**src/sv/hc_pkg.sv**
```systemverilog
// Package for the 2x2 Hill cipher block: constants, register indexes,
// controller states, command struct and modulo-alphabet arithmetic helpers.
// No dependencies.
package hc_pkg;

  localparam int ALPHABET_SIZE = 26;
  localparam int LW            = 5;
  localparam int PROD_W        = 2 * LW;
  localparam int SUM_W         = PROD_W + 1;
  localparam int MOD_RECIP     = 2521;
  localparam int MOD_SHIFT     = 16;
  localparam int MOD_Q_W       = 7;
  localparam int RECIP_PROD_W  = SUM_W + 12;
  localparam int ADDR_W        = 5;
  localparam int DATA_W        = 32;

  localparam logic [LW-1:0]    PAD_LETTER = LW'(23 % ALPHABET_SIZE);
  localparam logic [SUM_W-1:0] DET_BIAS   = SUM_W'(ALPHABET_SIZE * ALPHABET_SIZE);

  typedef enum logic [2:0] {
    REG_KEY_A = 3'd0,
    REG_KEY_B = 3'd1,
    REG_KEY_C = 3'd2,
    REG_KEY_D = 3'd3,
    REG_MODE  = 3'd4
  } reg_idx_t;

  typedef struct packed {
    logic [LW-1:0] a;
    logic [LW-1:0] b;
    logic [LW-1:0] c;
    logic [LW-1:0] d;
    logic          decrypt;
  } key_cfg_t;

  typedef enum logic [3:0] {
    ST_IDLE,
    ST_DET_MUL,
    ST_DET_RED,
    ST_COEF_MUL,
    ST_COEF_RED,
    ST_PAIR_MUL,
    ST_PAIR_RED,
    ST_OUT0,
    ST_OUT1
  } state_t;

  typedef struct packed {
    logic hold_first;
    logic load_pair;
    logic load_pad;
    logic det_mul;
    logic det_red;
    logic coef_mul;
    logic coef_red;
    logic pair_mul;
    logic pair_red;
    logic sel_second;
  } dp_cmd_t;

  function automatic logic [LW-1:0] reduce_letter(input logic [LW-1:0] v);
    logic [LW-1:0] r;
    r = (v >= LW'(ALPHABET_SIZE)) ? v - LW'(ALPHABET_SIZE) : v;
    return r;
  endfunction

  function automatic logic [LW-1:0] mod_alpha(input logic [SUM_W-1:0] v);
    logic [RECIP_PROD_W-1:0] prod;
    logic [MOD_Q_W-1:0]      q;
    logic [SUM_W-1:0]        r;
    prod = RECIP_PROD_W'(v) * RECIP_PROD_W'(MOD_RECIP);
    q    = prod[MOD_SHIFT +: MOD_Q_W];
    r    = v - SUM_W'(q) * SUM_W'(ALPHABET_SIZE);
    return r[LW-1:0];
  endfunction

  // Returns {valid, inverse}; inverse is zero when none exists.
  function automatic logic [LW:0] inv_lookup(input logic [LW-1:0] v);
    logic [LW:0] r;
    case (v)
      5'd1:    r = {1'b1, 5'd1};
      5'd3:    r = {1'b1, 5'd9};
      5'd5:    r = {1'b1, 5'd21};
      5'd7:    r = {1'b1, 5'd15};
      5'd9:    r = {1'b1, 5'd3};
      5'd11:   r = {1'b1, 5'd19};
      5'd15:   r = {1'b1, 5'd7};
      5'd17:   r = {1'b1, 5'd23};
      5'd19:   r = {1'b1, 5'd11};
      5'd21:   r = {1'b1, 5'd5};
      5'd23:   r = {1'b1, 5'd17};
      5'd25:   r = {1'b1, 5'd25};
      default: r = '0;
    endcase
    return r;
  endfunction

endpackage

```
**src/sv/hc_regs.sv**
```systemverilog
// Configuration register file of the Hill cipher block on an APB-style port.
// Depends on hc_pkg.
module hc_regs import hc_pkg::*; (
  input  logic              clk,
  input  logic              rst_n,
  input  logic              psel,
  input  logic              penable,
  input  logic              pwrite,
  input  logic [ADDR_W-1:0] paddr,
  input  logic [DATA_W-1:0] pwdata,
  output logic [DATA_W-1:0] prdata,
  output logic              pready,
  output key_cfg_t          key_cfg
);

  key_cfg_t key_r, key_nxt;
  reg_idx_t idx;
  logic     wr_en;

  assign idx    = reg_idx_t'(paddr[4:2]);
  assign wr_en  = psel && penable && pwrite && pready;
  assign pready = 1'b1;

  always_comb begin
    key_nxt = key_r;
    if (wr_en) begin
      case (idx)
        REG_KEY_A: key_nxt.a = pwdata[LW-1:0];
        REG_KEY_B: key_nxt.b = pwdata[LW-1:0];
        REG_KEY_C: key_nxt.c = pwdata[LW-1:0];
        REG_KEY_D: key_nxt.d = pwdata[LW-1:0];
        REG_MODE:  key_nxt.decrypt = pwdata[0];
        default:   key_nxt = key_r;
      endcase
    end
  end

  always_comb begin
    case (idx)
      REG_KEY_A: prdata = DATA_W'(key_r.a);
      REG_KEY_B: prdata = DATA_W'(key_r.b);
      REG_KEY_C: prdata = DATA_W'(key_r.c);
      REG_KEY_D: prdata = DATA_W'(key_r.d);
      REG_MODE:  prdata = DATA_W'(key_r.decrypt);
      default:   prdata = '0;
    endcase
  end

  always_ff @(posedge clk) begin
    if (!rst_n) begin
      key_r <= '{a: LW'(1), b: '0, c: '0, d: LW'(1), decrypt: 1'b0};
    end else begin
      key_r <= key_nxt;
    end
  end

  assign key_cfg = key_r;

endmodule

```
**src/sv/hc_ctrl.sv**
```systemverilog
// Controller state machine of the Hill cipher block: pairs letters and
// sequences the datapath steps and the two result transactions. Depends on hc_pkg.
module hc_ctrl import hc_pkg::*; (
  input  logic    clk,
  input  logic    rst_n,
  input  logic    in_valid,
  output logic    in_ready,
  input  logic    in_message_end,
  output logic    out_valid,
  input  logic    out_ready,
  output dp_cmd_t cmd
);

  state_t state_r, state_nxt;
  logic   holding_r, holding_nxt;
  logic   accept;

  assign accept = in_valid && in_ready;

  always_comb begin
    state_nxt   = state_r;
    holding_nxt = holding_r;
    case (state_r)
      ST_IDLE: begin
        if (accept) begin
          if (holding_r) begin
            holding_nxt = 1'b0;
            state_nxt   = ST_DET_MUL;
          end else if (in_message_end) begin
            state_nxt = ST_DET_MUL;
          end else begin
            holding_nxt = 1'b1;
          end
        end
      end
      ST_DET_MUL:  state_nxt = ST_DET_RED;
      ST_DET_RED:  state_nxt = ST_COEF_MUL;
      ST_COEF_MUL: state_nxt = ST_COEF_RED;
      ST_COEF_RED: state_nxt = ST_PAIR_MUL;
      ST_PAIR_MUL: state_nxt = ST_PAIR_RED;
      ST_PAIR_RED: state_nxt = ST_OUT0;
      ST_OUT0: begin
        if (out_ready) begin
          state_nxt = ST_OUT1;
        end
      end
      ST_OUT1: begin
        if (out_ready) begin
          state_nxt = ST_IDLE;
        end
      end
      default: state_nxt = ST_IDLE;
    endcase
  end

  always_comb begin
    cmd        = '0;
    in_ready   = 1'b0;
    out_valid  = 1'b0;
    case (state_r)
      ST_IDLE: begin
        in_ready       = 1'b1;
        cmd.load_pair  = in_valid && holding_r;
        cmd.load_pad   = in_valid && !holding_r && in_message_end;
        cmd.hold_first = in_valid && !holding_r && !in_message_end;
      end
      ST_DET_MUL:  cmd.det_mul  = 1'b1;
      ST_DET_RED:  cmd.det_red  = 1'b1;
      ST_COEF_MUL: cmd.coef_mul = 1'b1;
      ST_COEF_RED: cmd.coef_red = 1'b1;
      ST_PAIR_MUL: cmd.pair_mul = 1'b1;
      ST_PAIR_RED: cmd.pair_red = 1'b1;
      ST_OUT0:     out_valid    = 1'b1;
      ST_OUT1: begin
        out_valid      = 1'b1;
        cmd.sel_second = 1'b1;
      end
      default: cmd = '0;
    endcase
  end

  always_ff @(posedge clk) begin
    if (!rst_n) begin
      state_r   <= ST_IDLE;
      holding_r <= 1'b0;
    end else begin
      state_r   <= state_nxt;
      holding_r <= holding_nxt;
    end
  end

endmodule

```
**src/sv/hc_dp.sv**
```systemverilog
// Datapath of the Hill cipher block: pair registers, four shared 5x5
// multipliers, modulo reduction and result registers. Depends on hc_pkg.
module hc_dp import hc_pkg::*; (
  input  logic          clk,
  input  key_cfg_t      key_cfg,
  input  dp_cmd_t       cmd,
  input  logic [LW-1:0] in_letter_in,
  input  logic          in_message_end,
  output logic [LW-1:0] out_letter_out,
  output logic          out_message_last,
  output logic          out_key_error
);

  logic [LW-1:0]     held_r, p0_r, p1_r, det_r, y0_r, y1_r;
  logic              last_r, err_r;
  logic [PROD_W-1:0] prod_r [4];
  logic [PROD_W-1:0] prod_nxt [4];
  logic [LW-1:0]     m_r [4];
  logic [LW-1:0]     opx [4];
  logic [LW-1:0]     opy [4];
  logic [LW-1:0]     ka, kb, kc, kd, nb, nc, letter, inv;
  logic [LW:0]       inv_res;

  assign letter  = reduce_letter(in_letter_in);
  assign ka      = reduce_letter(key_cfg.a);
  assign kb      = reduce_letter(key_cfg.b);
  assign kc      = reduce_letter(key_cfg.c);
  assign kd      = reduce_letter(key_cfg.d);
  assign nb      = (kb == '0) ? '0 : LW'(ALPHABET_SIZE) - kb;
  assign nc      = (kc == '0) ? '0 : LW'(ALPHABET_SIZE) - kc;
  assign inv_res = inv_lookup(det_r);
  assign inv     = inv_res[LW-1:0];

  always_comb begin
    for (int i = 0; i < 4; i++) begin
      opx[i] = '0;
      opy[i] = '0;
    end
    if (cmd.det_mul) begin
      opx[0] = ka; opy[0] = kd;
      opx[1] = kb; opy[1] = kc;
    end else if (cmd.coef_mul) begin
      if (key_cfg.decrypt) begin
        opx[0] = kd; opx[1] = nb; opx[2] = nc; opx[3] = ka;
        for (int i = 0; i < 4; i++) opy[i] = inv;
      end else begin
        opx[0] = ka; opx[1] = kb; opx[2] = kc; opx[3] = kd;
        for (int i = 0; i < 4; i++) opy[i] = LW'(1);
      end
    end else if (cmd.pair_mul) begin
      opx[0] = m_r[0]; opy[0] = p0_r;
      opx[1] = m_r[1]; opy[1] = p1_r;
      opx[2] = m_r[2]; opy[2] = p0_r;
      opx[3] = m_r[3]; opy[3] = p1_r;
    end
    for (int i = 0; i < 4; i++) begin
      prod_nxt[i] = PROD_W'(opx[i]) * PROD_W'(opy[i]);
    end
  end

  always_ff @(posedge clk) begin
    if (cmd.hold_first) begin
      held_r <= letter;
    end
    if (cmd.load_pair) begin
      p0_r   <= held_r;
      p1_r   <= letter;
      last_r <= in_message_end;
    end
    if (cmd.load_pad) begin
      p0_r   <= letter;
      p1_r   <= PAD_LETTER;
      last_r <= 1'b1;
    end
    if (cmd.det_mul || cmd.coef_mul || cmd.pair_mul) begin
      for (int i = 0; i < 4; i++) prod_r[i] <= prod_nxt[i];
    end
    if (cmd.det_red) begin
      det_r <= mod_alpha(SUM_W'(prod_r[0]) + DET_BIAS - SUM_W'(prod_r[1]));
    end
    if (cmd.coef_mul) begin
      err_r <= key_cfg.decrypt && !inv_res[LW];
    end
    if (cmd.coef_red) begin
      for (int i = 0; i < 4; i++) m_r[i] <= mod_alpha(SUM_W'(prod_r[i]));
    end
    if (cmd.pair_red) begin
      y0_r <= mod_alpha(SUM_W'(prod_r[0]) + SUM_W'(prod_r[1]));
      y1_r <= mod_alpha(SUM_W'(prod_r[2]) + SUM_W'(prod_r[3]));
    end
  end

  assign out_letter_out   = cmd.sel_second ? y1_r : y0_r;
  assign out_message_last = cmd.sel_second && last_r;
  assign out_key_error    = err_r;

endmodule

```
**src/sv/hill_cipher_2x2_mod26.sv**
```systemverilog
// 2x2 Hill cipher over 26 letters. A letter that opens a pair is taken and held.
// A letter that closes a pair, or a lone final letter padded with X, starts a
// sequence of six compute steps on four shared 5x5 multipliers (determinant,
// key coefficients, inverted when decrypting, and pair product, each followed
// by a modulo reduction), after which the two result letters are offered one
// after the other, each held while the result side stalls; in_ready is high
// only while no pair is in work.
// Depends on hc_pkg, hc_regs, hc_ctrl and hc_dp.
module hill_cipher_2x2_mod26 import hc_pkg::*; (
  input  logic              clk,
  input  logic              rst_n,
  input  logic              in_valid,
  output logic              in_ready,
  input  logic [LW-1:0]     in_letter_in,
  input  logic              in_message_end,
  output logic              out_valid,
  input  logic              out_ready,
  output logic [LW-1:0]     out_letter_out,
  output logic              out_message_last,
  output logic              out_key_error,
  input  logic              psel,
  input  logic              penable,
  input  logic              pwrite,
  input  logic [ADDR_W-1:0] paddr,
  input  logic [DATA_W-1:0] pwdata,
  output logic [DATA_W-1:0] prdata,
  output logic              pready
);

  key_cfg_t key_cfg;
  dp_cmd_t  cmd;

  hc_regs u_regs (
    .clk     (clk),
    .rst_n   (rst_n),
    .psel    (psel),
    .penable (penable),
    .pwrite  (pwrite),
    .paddr   (paddr),
    .pwdata  (pwdata),
    .prdata  (prdata),
    .pready  (pready),
    .key_cfg (key_cfg)
  );

  hc_ctrl u_ctrl (
    .clk            (clk),
    .rst_n          (rst_n),
    .in_valid       (in_valid),
    .in_ready       (in_ready),
    .in_message_end (in_message_end),
    .out_valid      (out_valid),
    .out_ready      (out_ready),
    .cmd            (cmd)
  );

  hc_dp u_dp (
    .clk              (clk),
    .key_cfg          (key_cfg),
    .cmd              (cmd),
    .in_letter_in     (in_letter_in),
    .in_message_end   (in_message_end),
    .out_letter_out   (out_letter_out),
    .out_message_last (out_message_last),
    .out_key_error    (out_key_error)
  );

endmodule

```
**config.mk**
```make
export PLATFORM = sky130hd
export DESIGN_NAME = hill_cipher_2x2_mod26
export DESIGN_NICKNAME = d
export VERILOG_FILES = /design/src/sv/hc_pkg.sv /design/src/sv/hc_regs.sv /design/src/sv/hc_ctrl.sv /design/src/sv/hc_dp.sv /design/src/sv/hill_cipher_2x2_mod26.sv
export SDC_FILE = /design/constraint.sdc
export NUM_CORES = 1
export LEC_CHECK = 0
export CAP_MARGIN = 0
export CORE_ASPECT_RATIO = 0.9
export CORE_MARGIN = 2
export CORE_UTILIZATION = 37
export CTS_BUF_LIST = sky130_fd_sc_hd__clkbuf_4 sky130_fd_sc_hd__clkbuf_8
export DETAILED_ROUTE_END_ITERATION = 12
export DONT_BUFFER_PORTS = 1
export GPL_TIMING_DRIVEN = 0
export SYNTH_ARGS = -nofsm -noshare
export SYNTH_HDL_FRONTEND = slang
export SYNTH_SLANG_ARGS = --single-unit
```
**constraint.sdc**
```tcl
create_clock -name clk -period 8.9 [get_ports clk]
set_input_delay 0.445 -clock clk [delete_from_list [all_inputs] [get_ports clk]]
set_output_delay 0.445 -clock clk [all_outputs]
set_load 0.02 [all_outputs]
```
==> results of run 1 <==
state kept, by name (all words and copies together), names as in the netlist:
name and cells:
u_dp.prod_r 40, u_regs.key_cfg 21, u_dp.m_r 20, u_dp.det_r 5, u_dp.held_r 5, u_dp.inv_res 5, u_dp.p0_r 5, u_dp.p1_r 5
u_dp.y0_r 5, u_dp.y1_r 5, u_ctrl.state_r 4, u_ctrl.holding_r 1, u_dp.last_r 1, u_dp.out_key_error 1
through the flow:
step	std cells	util (%)	setup WS, ns	hold WS [ns]	area (um2)
floorplan	2547	-	0.513	0.434	24400
global placement	3411	39.0	-0.845	0.455	25500
detailed placement	3414	39.1	-0.946	0.455	25500
CTS	3462	40.2	-0.0202	0.0269	26200
global route	3499	41.0	0.00511	0.0290	26800
finish	3499	41.0	0.349	0.0615	26800
timing repair:
item	CTS	global route
setup buffers	16	38
gates resized for setup	18	47
pin swaps	2	15
endpoints found under the setup margin	8	8
final timing paths:
kind	cells after the start	startpoint	to	slack (ns)
worst max-delay path	33	u_dp.prod_r[1][1]$_DFFE_PP_	u_dp.inv_res[2]$_DFF_P_	0.35
worst min-delay path	0	in_letter_in[0]	u_dp.held_r[0]$_DFFE_PP_	0.06
worst max register to register	33	u_dp.prod_r[1][1]$_DFFE_PP_	u_dp.inv_res[2]$_DFF_P_	0.35
worst min register to register	1	u_dp.last_r$_SDFFE_PP1P_	u_dp.last_r$_SDFFE_PP1P_	0.47
layer usage:
metal | part of all wire [%] | vias up | routed length [um] | global-route usage, %
met5 | 0 | - | 0 | 0
met4 | 1.3 | 0 | 674 | 2.97
met3 | 5.2 | 47 | 2790 | 3.06
met2 | 45 | 284 | 24400 | 26.4
met1 | 48 | 8488 | 26000 | 23.1
li1 | - | 8402 | - | -
layout make-up:
class	instances	area (um2)	area share (%)
inverters	590	2210	8.27
multi-input cells	1783	18900	70.8
well taps	864	1080	4.04
plain buffers	50	293	1.09
repair buffers	57	459	1.72
flip-flops and latches	123	3320	12.4
clock inverters	10	165	0.617
clock buffers	22	284	1.06
kinds of logic after synthesis:
group / after synthesis
AOI/OAI and AO/OA: 345
xor gates and xnor gates: 141
adders and majority gates: 837
buffers and inverters: 641
DFF: 123
muxes: 40
other: 2
and+or+nand+nor: 392
cells in the final DEF, fill, tap and decap left out, drive strengths merged, types with 34 or more instances in the layout:
| master | Yosys | routed |
|---|---|---|
| inv | 590 | 590 |
| ha | 560 | 560 |
| fa | 276 | 276 |
| nand2 | 116 | 116 |
| nor2 | 108 | 108 |
| a21oi | 108 | 108 |
| xnor2 | 102 | 102 |
| buf | 31 | 88 |
| edfxtp | 86 | 86 |
| o21ai | 63 | 63 |
| a21o | 42 | 42 |
| clkbuf | 20 | 41 |
| dfxtp | 37 | 37 |
| xor2 | 36 | 36 |
| nor2b | 34 | 34 |
critical path: cells and delay by family (launching register included):
family / cells / cell delay, ns
buf+inv: 3 / 0.40
xor+xnor: 6 / 1.26
flops: 1 / 0.46
fa+ha+maj: 10 / 3.45
mux: 1 / 0.26
compound gates: 9 / 1.95
simple gates: 4 / 0.63
==> results.toml, run 1 <==
[routing]
wl_per_cell_um = 15.4
route.detailed.drc = 0
viasPerCell = 4.92
ant_nets = 0
finalWirelength_um = 53900
drt-initial-drc-count = 924
num_vias = 17200
dr.pass1.iters = 5

[synth]
muxShareOfSynthArea_pct = 1.91
synth_top_flop_cell = "edfxtp_1"
ys_types = 77
syn_area_um2 = 24300
ys_top_cells_by_area = "ha_1, fa_1, edfxtp_1, inv_1, xnor2_1"
ys_warn_count = 0
ys_ff_latch = 123
synth_compound_area_share_pct = 9.31
synth_most_common_cell = "inv_1"
yosys.area.top_type = "ha_1"
synthCells = 2521
synthXorXnorAreaFrac_pct = 5.33
synth_top_family_by_area = "adder cells"
yosysTopAreaCellShare_pct = 28.8
avgSynthCellArea_um2 = 9.64
ys_async_sr_fraction_pct = 0
synth_edf_count = 86
yosys-top-cells-count = "inv_1, ha_1, fa_1"
yosysSeqAreaShare_pct = 13.7
synth-adder-area-share_pct = 51.6
synthSimpleGateAreaFrac_pct = 7.79

[global_routing]
grt_pass1_wl_um = 89000
grt_pass1_vias = 17700
grt.total_usage_pct = 16.4
grt_max_degree = 22
antenna_found_initial = 0
grt-ovfl-total = 0

[sta]
grt_setup_unrepaired = "false"
post-route-period-util_pct = 96.1
fmax_mhz = 117
worstMarginPinSlew_ns = 1.28
fin_tns_setup_ns = 0
min_period_ns = 8.55
report.final.slew_viol_count = 0
fin_skew_ns = 0.0159
hold_viol_final = 0
finalSetupViolations = 0
slew-limit-headroom_pct = 14.2

[die]
die-area_um2 = 67700
row_count = 89
die_x_um = 274
initial_core_util_pct = 37.2
core_um2 = 65300
pin_count = 92
die_h_um = 247

[cells_and_area]
areaGrowthSynthToFinish_pct = 10.2
n_antenna_cell = 0
drive_above_1_share_pct = 7.86
nets = 3508
fillers = 6395

[worst_setup_path]
cp.required_ns = 9.23
end_kind = "register"
crit_slowest_cell = "fa_1"
crit_top_cell = "fa_1"
worst_setup_path_start_kind = "register"
worstPathMaxFanout = 5
max_stage_delay_ns = 0.56
critPathArrivalTime_ns = 8.88
path_class = "reg -> reg"

[run_status]
status = "finished, final reports clean"

[clock_tree]
cts_hold_buffers = 0
cts_buffers = 17
clockBufferDepth = 2
clkTransAtPathRegs_ns = 0.07
cts_num_sinks = 123
cts-root-buf = "clkbuf_8"
clkLatencyLatePin_ns = 0.49
cts-htree-levels = 4
cts_tree = "built"

[place]
io_buffer_count = 0
hpwl_um = 45100
gp_congestion = 0.868

[job]
drv_cap = 0

[worst_hold_path]
min_path_type = "in -> reg"
Power of run 1 is not shown: default switching activity piles up to over one toggle a cycle in this logic, so the estimate is an artifact.
==> run 2: changes to the inputs <==
--- a/config.mk
+++ b/config.mk
@@ -10,5 +10,4 @@
 export CORE_MARGIN = 2
 export CORE_UTILIZATION = 37
-export CTS_BUF_LIST = sky130_fd_sc_hd__clkbuf_4 sky130_fd_sc_hd__clkbuf_8
 export DETAILED_ROUTE_END_ITERATION = 12
 export DONT_BUFFER_PORTS = 1
==> constraint.sdc (replaced) <==
create_clock -name clk -period 8.9 [get_ports clk]
set_input_delay 1.78 -clock clk [delete_from_list [all_inputs] [get_ports clk]]
set_output_delay 1.78 -clock clk [all_outputs]
set_load 0.02 [all_outputs]
==> results.toml, run 2 (synthesis gave the netlist of run 1 again) <==
[worst_setup_path]
rr_endpoint = "u_dp.inv_res[2]$_DFF_P_"
path_class = "reg -> reg"
crit_top_cell = "fa_1"
timing.rr.start = "u_dp.prod_r[1][1]$_DFFE_PP_"
worst_setup_path_start_kind = "register"
crit_slowest_cell = "fa_1"
max_stage_delay_ns = 0.56
regToRegSetupSlack_ns = 0.36
cp.required_ns = 9.18
worstPathMaxFanout = 5
end_kind = "register"
critPathArrivalTime_ns = 8.82
ff2ff_path_depth = 33

[routing]
wl_per_cell_um = 15.4
drt-initial-drc-count = 928
viasPerCell = 4.93
ant_nets = 0
num_vias = 17300
dr.pass1.iters = 7
route.detailed.drc = 0
finalWirelength_um = 54000

[global_routing]
grt_pass1_wl_um = 89200
antenna_found_initial = 0
grt_max_degree = 22
grt.total_usage_pct = 16.5
grt-ovfl-total = 0
grt_pass1_vias = 17800

[clock_tree]
cts-htree-levels = 4
clkTransAtPathRegs_ns = 0.06
clockBufferDepth = 2
clkLatencyLatePin_ns = 0.44
cts-root-buf = "clkbuf_16"
cts_num_sinks = 123
cts_buffers = 17
cts_tree = "built"

[die]
core_um2 = 65300
die_x_um = 274
pin_count = 92
die_h_um = 247
row_count = 89
initial_core_util_pct = 37.2
die-area_um2 = 67700

[cells_and_area]
largest_register = "u_dp.prod_r"
largest_reg_flops = 40
drive_above_1_share_pct = 7.82
n_antenna_cell = 0
final_cell_mix = "inv_1, ha_1, fa_1"
nets = 3508
areaGrowthSynthToFinish_pct = 10.9
final_common_cell = "inv_1"

[place]
hpwl_um = 45100
dp_slack_ns = -0.946
gp_congestion = 0.868
io_buffer_count = 0

[worst_hold_path]
hp-start = "u_dp.last_r$_SDFFE_PP1P_"
min_path_type = "reg -> reg"
min_to = "u_dp.last_r$_SDFFE_PP1P_"
hold_path_depth = 1

[sta]
slew-limit-headroom_pct = 12.4
post-route-period-util_pct = 95.9
fin_tns_setup_ns = 0
grt_setup_unrepaired = "false"
fin_ws_ns = 0.364
report.final.slew_viol_count = 0
fmax_mhz = 117
worstMarginPinSlew_ns = 1.30
min_period_ns = 8.54
hold-worst-slack_ns = 0.468
finalSetupViolations = 0
hold_viol_final = 0
fin_skew_ns = 0.0105

[run_status]
status = "finished, final reports clean"

[job]
drv_cap = 0
-- run 2: per-stage QoR --
step	instance area [um2]	util, %	instances
after floorplan	24400	-	2547
after global placement	25500	39.0	3411
after detailed placement	25500	39.1	3414
after CTS	26400	40.5	3462
after global routing	26900	41.3	3499
final	26900	41.3	3499
-- run 2: worst max path at each step --
stage | from | endpoint | slack (ns)
5_1_grt | u_dp.prod_r[1][1]$_DFFE_PP_ | u_dp.inv_res[2]$_DFF_P_ | 0.002
4_1_cts | u_dp.prod_r[0][9]$_DFFE_PP_ | u_dp.inv_res[0]$_DFF_P_ | -0.02
2_1_floorplan | u_dp.prod_r[1][1]$_DFFE_PP_ | u_dp.inv_res[2]$_DFF_P_ | 0.51
3_3_place_gp | u_dp.prod_r[1][1]$_DFFE_PP_ | u_dp.inv_res[2]$_DFF_P_ | -0.84
3_5_place_dp | u_dp.prod_r[1][1]$_DFFE_PP_ | u_dp.inv_res[0]$_DFF_P_ | -0.95
6_report | u_dp.prod_r[1][1]$_DFFE_PP_ | u_dp.inv_res[2]$_DFF_P_ | 0.36
-- run 2: cell type report --
cell class	instances	area, um2
fill	6363	38300
multi-input combinational	1783	18900
sequential	123	3320
inverter	590	2210
tap	864	1080
clock buffer	22	464
timing repair buffer	57	459
buffer	50	293
clock inverter	10	165
-- run 2: per-layer routing --
metal	vias to the layer above	part of all wire [%]	global-route usage (%)
li1	8416	-	-
met1	8474	48	23.2
met2	332	45	26.5
met3	42	5.9	3.22
met4	0	1.1	2.72
met5	-	0	0
-- run 2: what timing repair did --
item	CTS	global route
hold buffers	0	0
gates resized for setup	18	48
pin swaps	2	18
endpoints found under the setup margin	8	8
buffers inserted	16	38
-- run 2: worst max-delay path: cells and delay by family, from the launching register on --
| family | cells | cell delay (ns) |
|---|---|---|
| adders and majority gates | 10 | 3.45 |
| DFF | 1 | 0.46 |
| and+or+nand+nor | 4 | 0.63 |
| buffers and inverters | 3 | 0.40 |
| muxes | 1 | 0.26 |
| AOI/OAI and AO/OA | 9 | 1.93 |
| xor gates and xnor gates | 6 | 1.26 |
Power of run 2 is left out for the same reason.
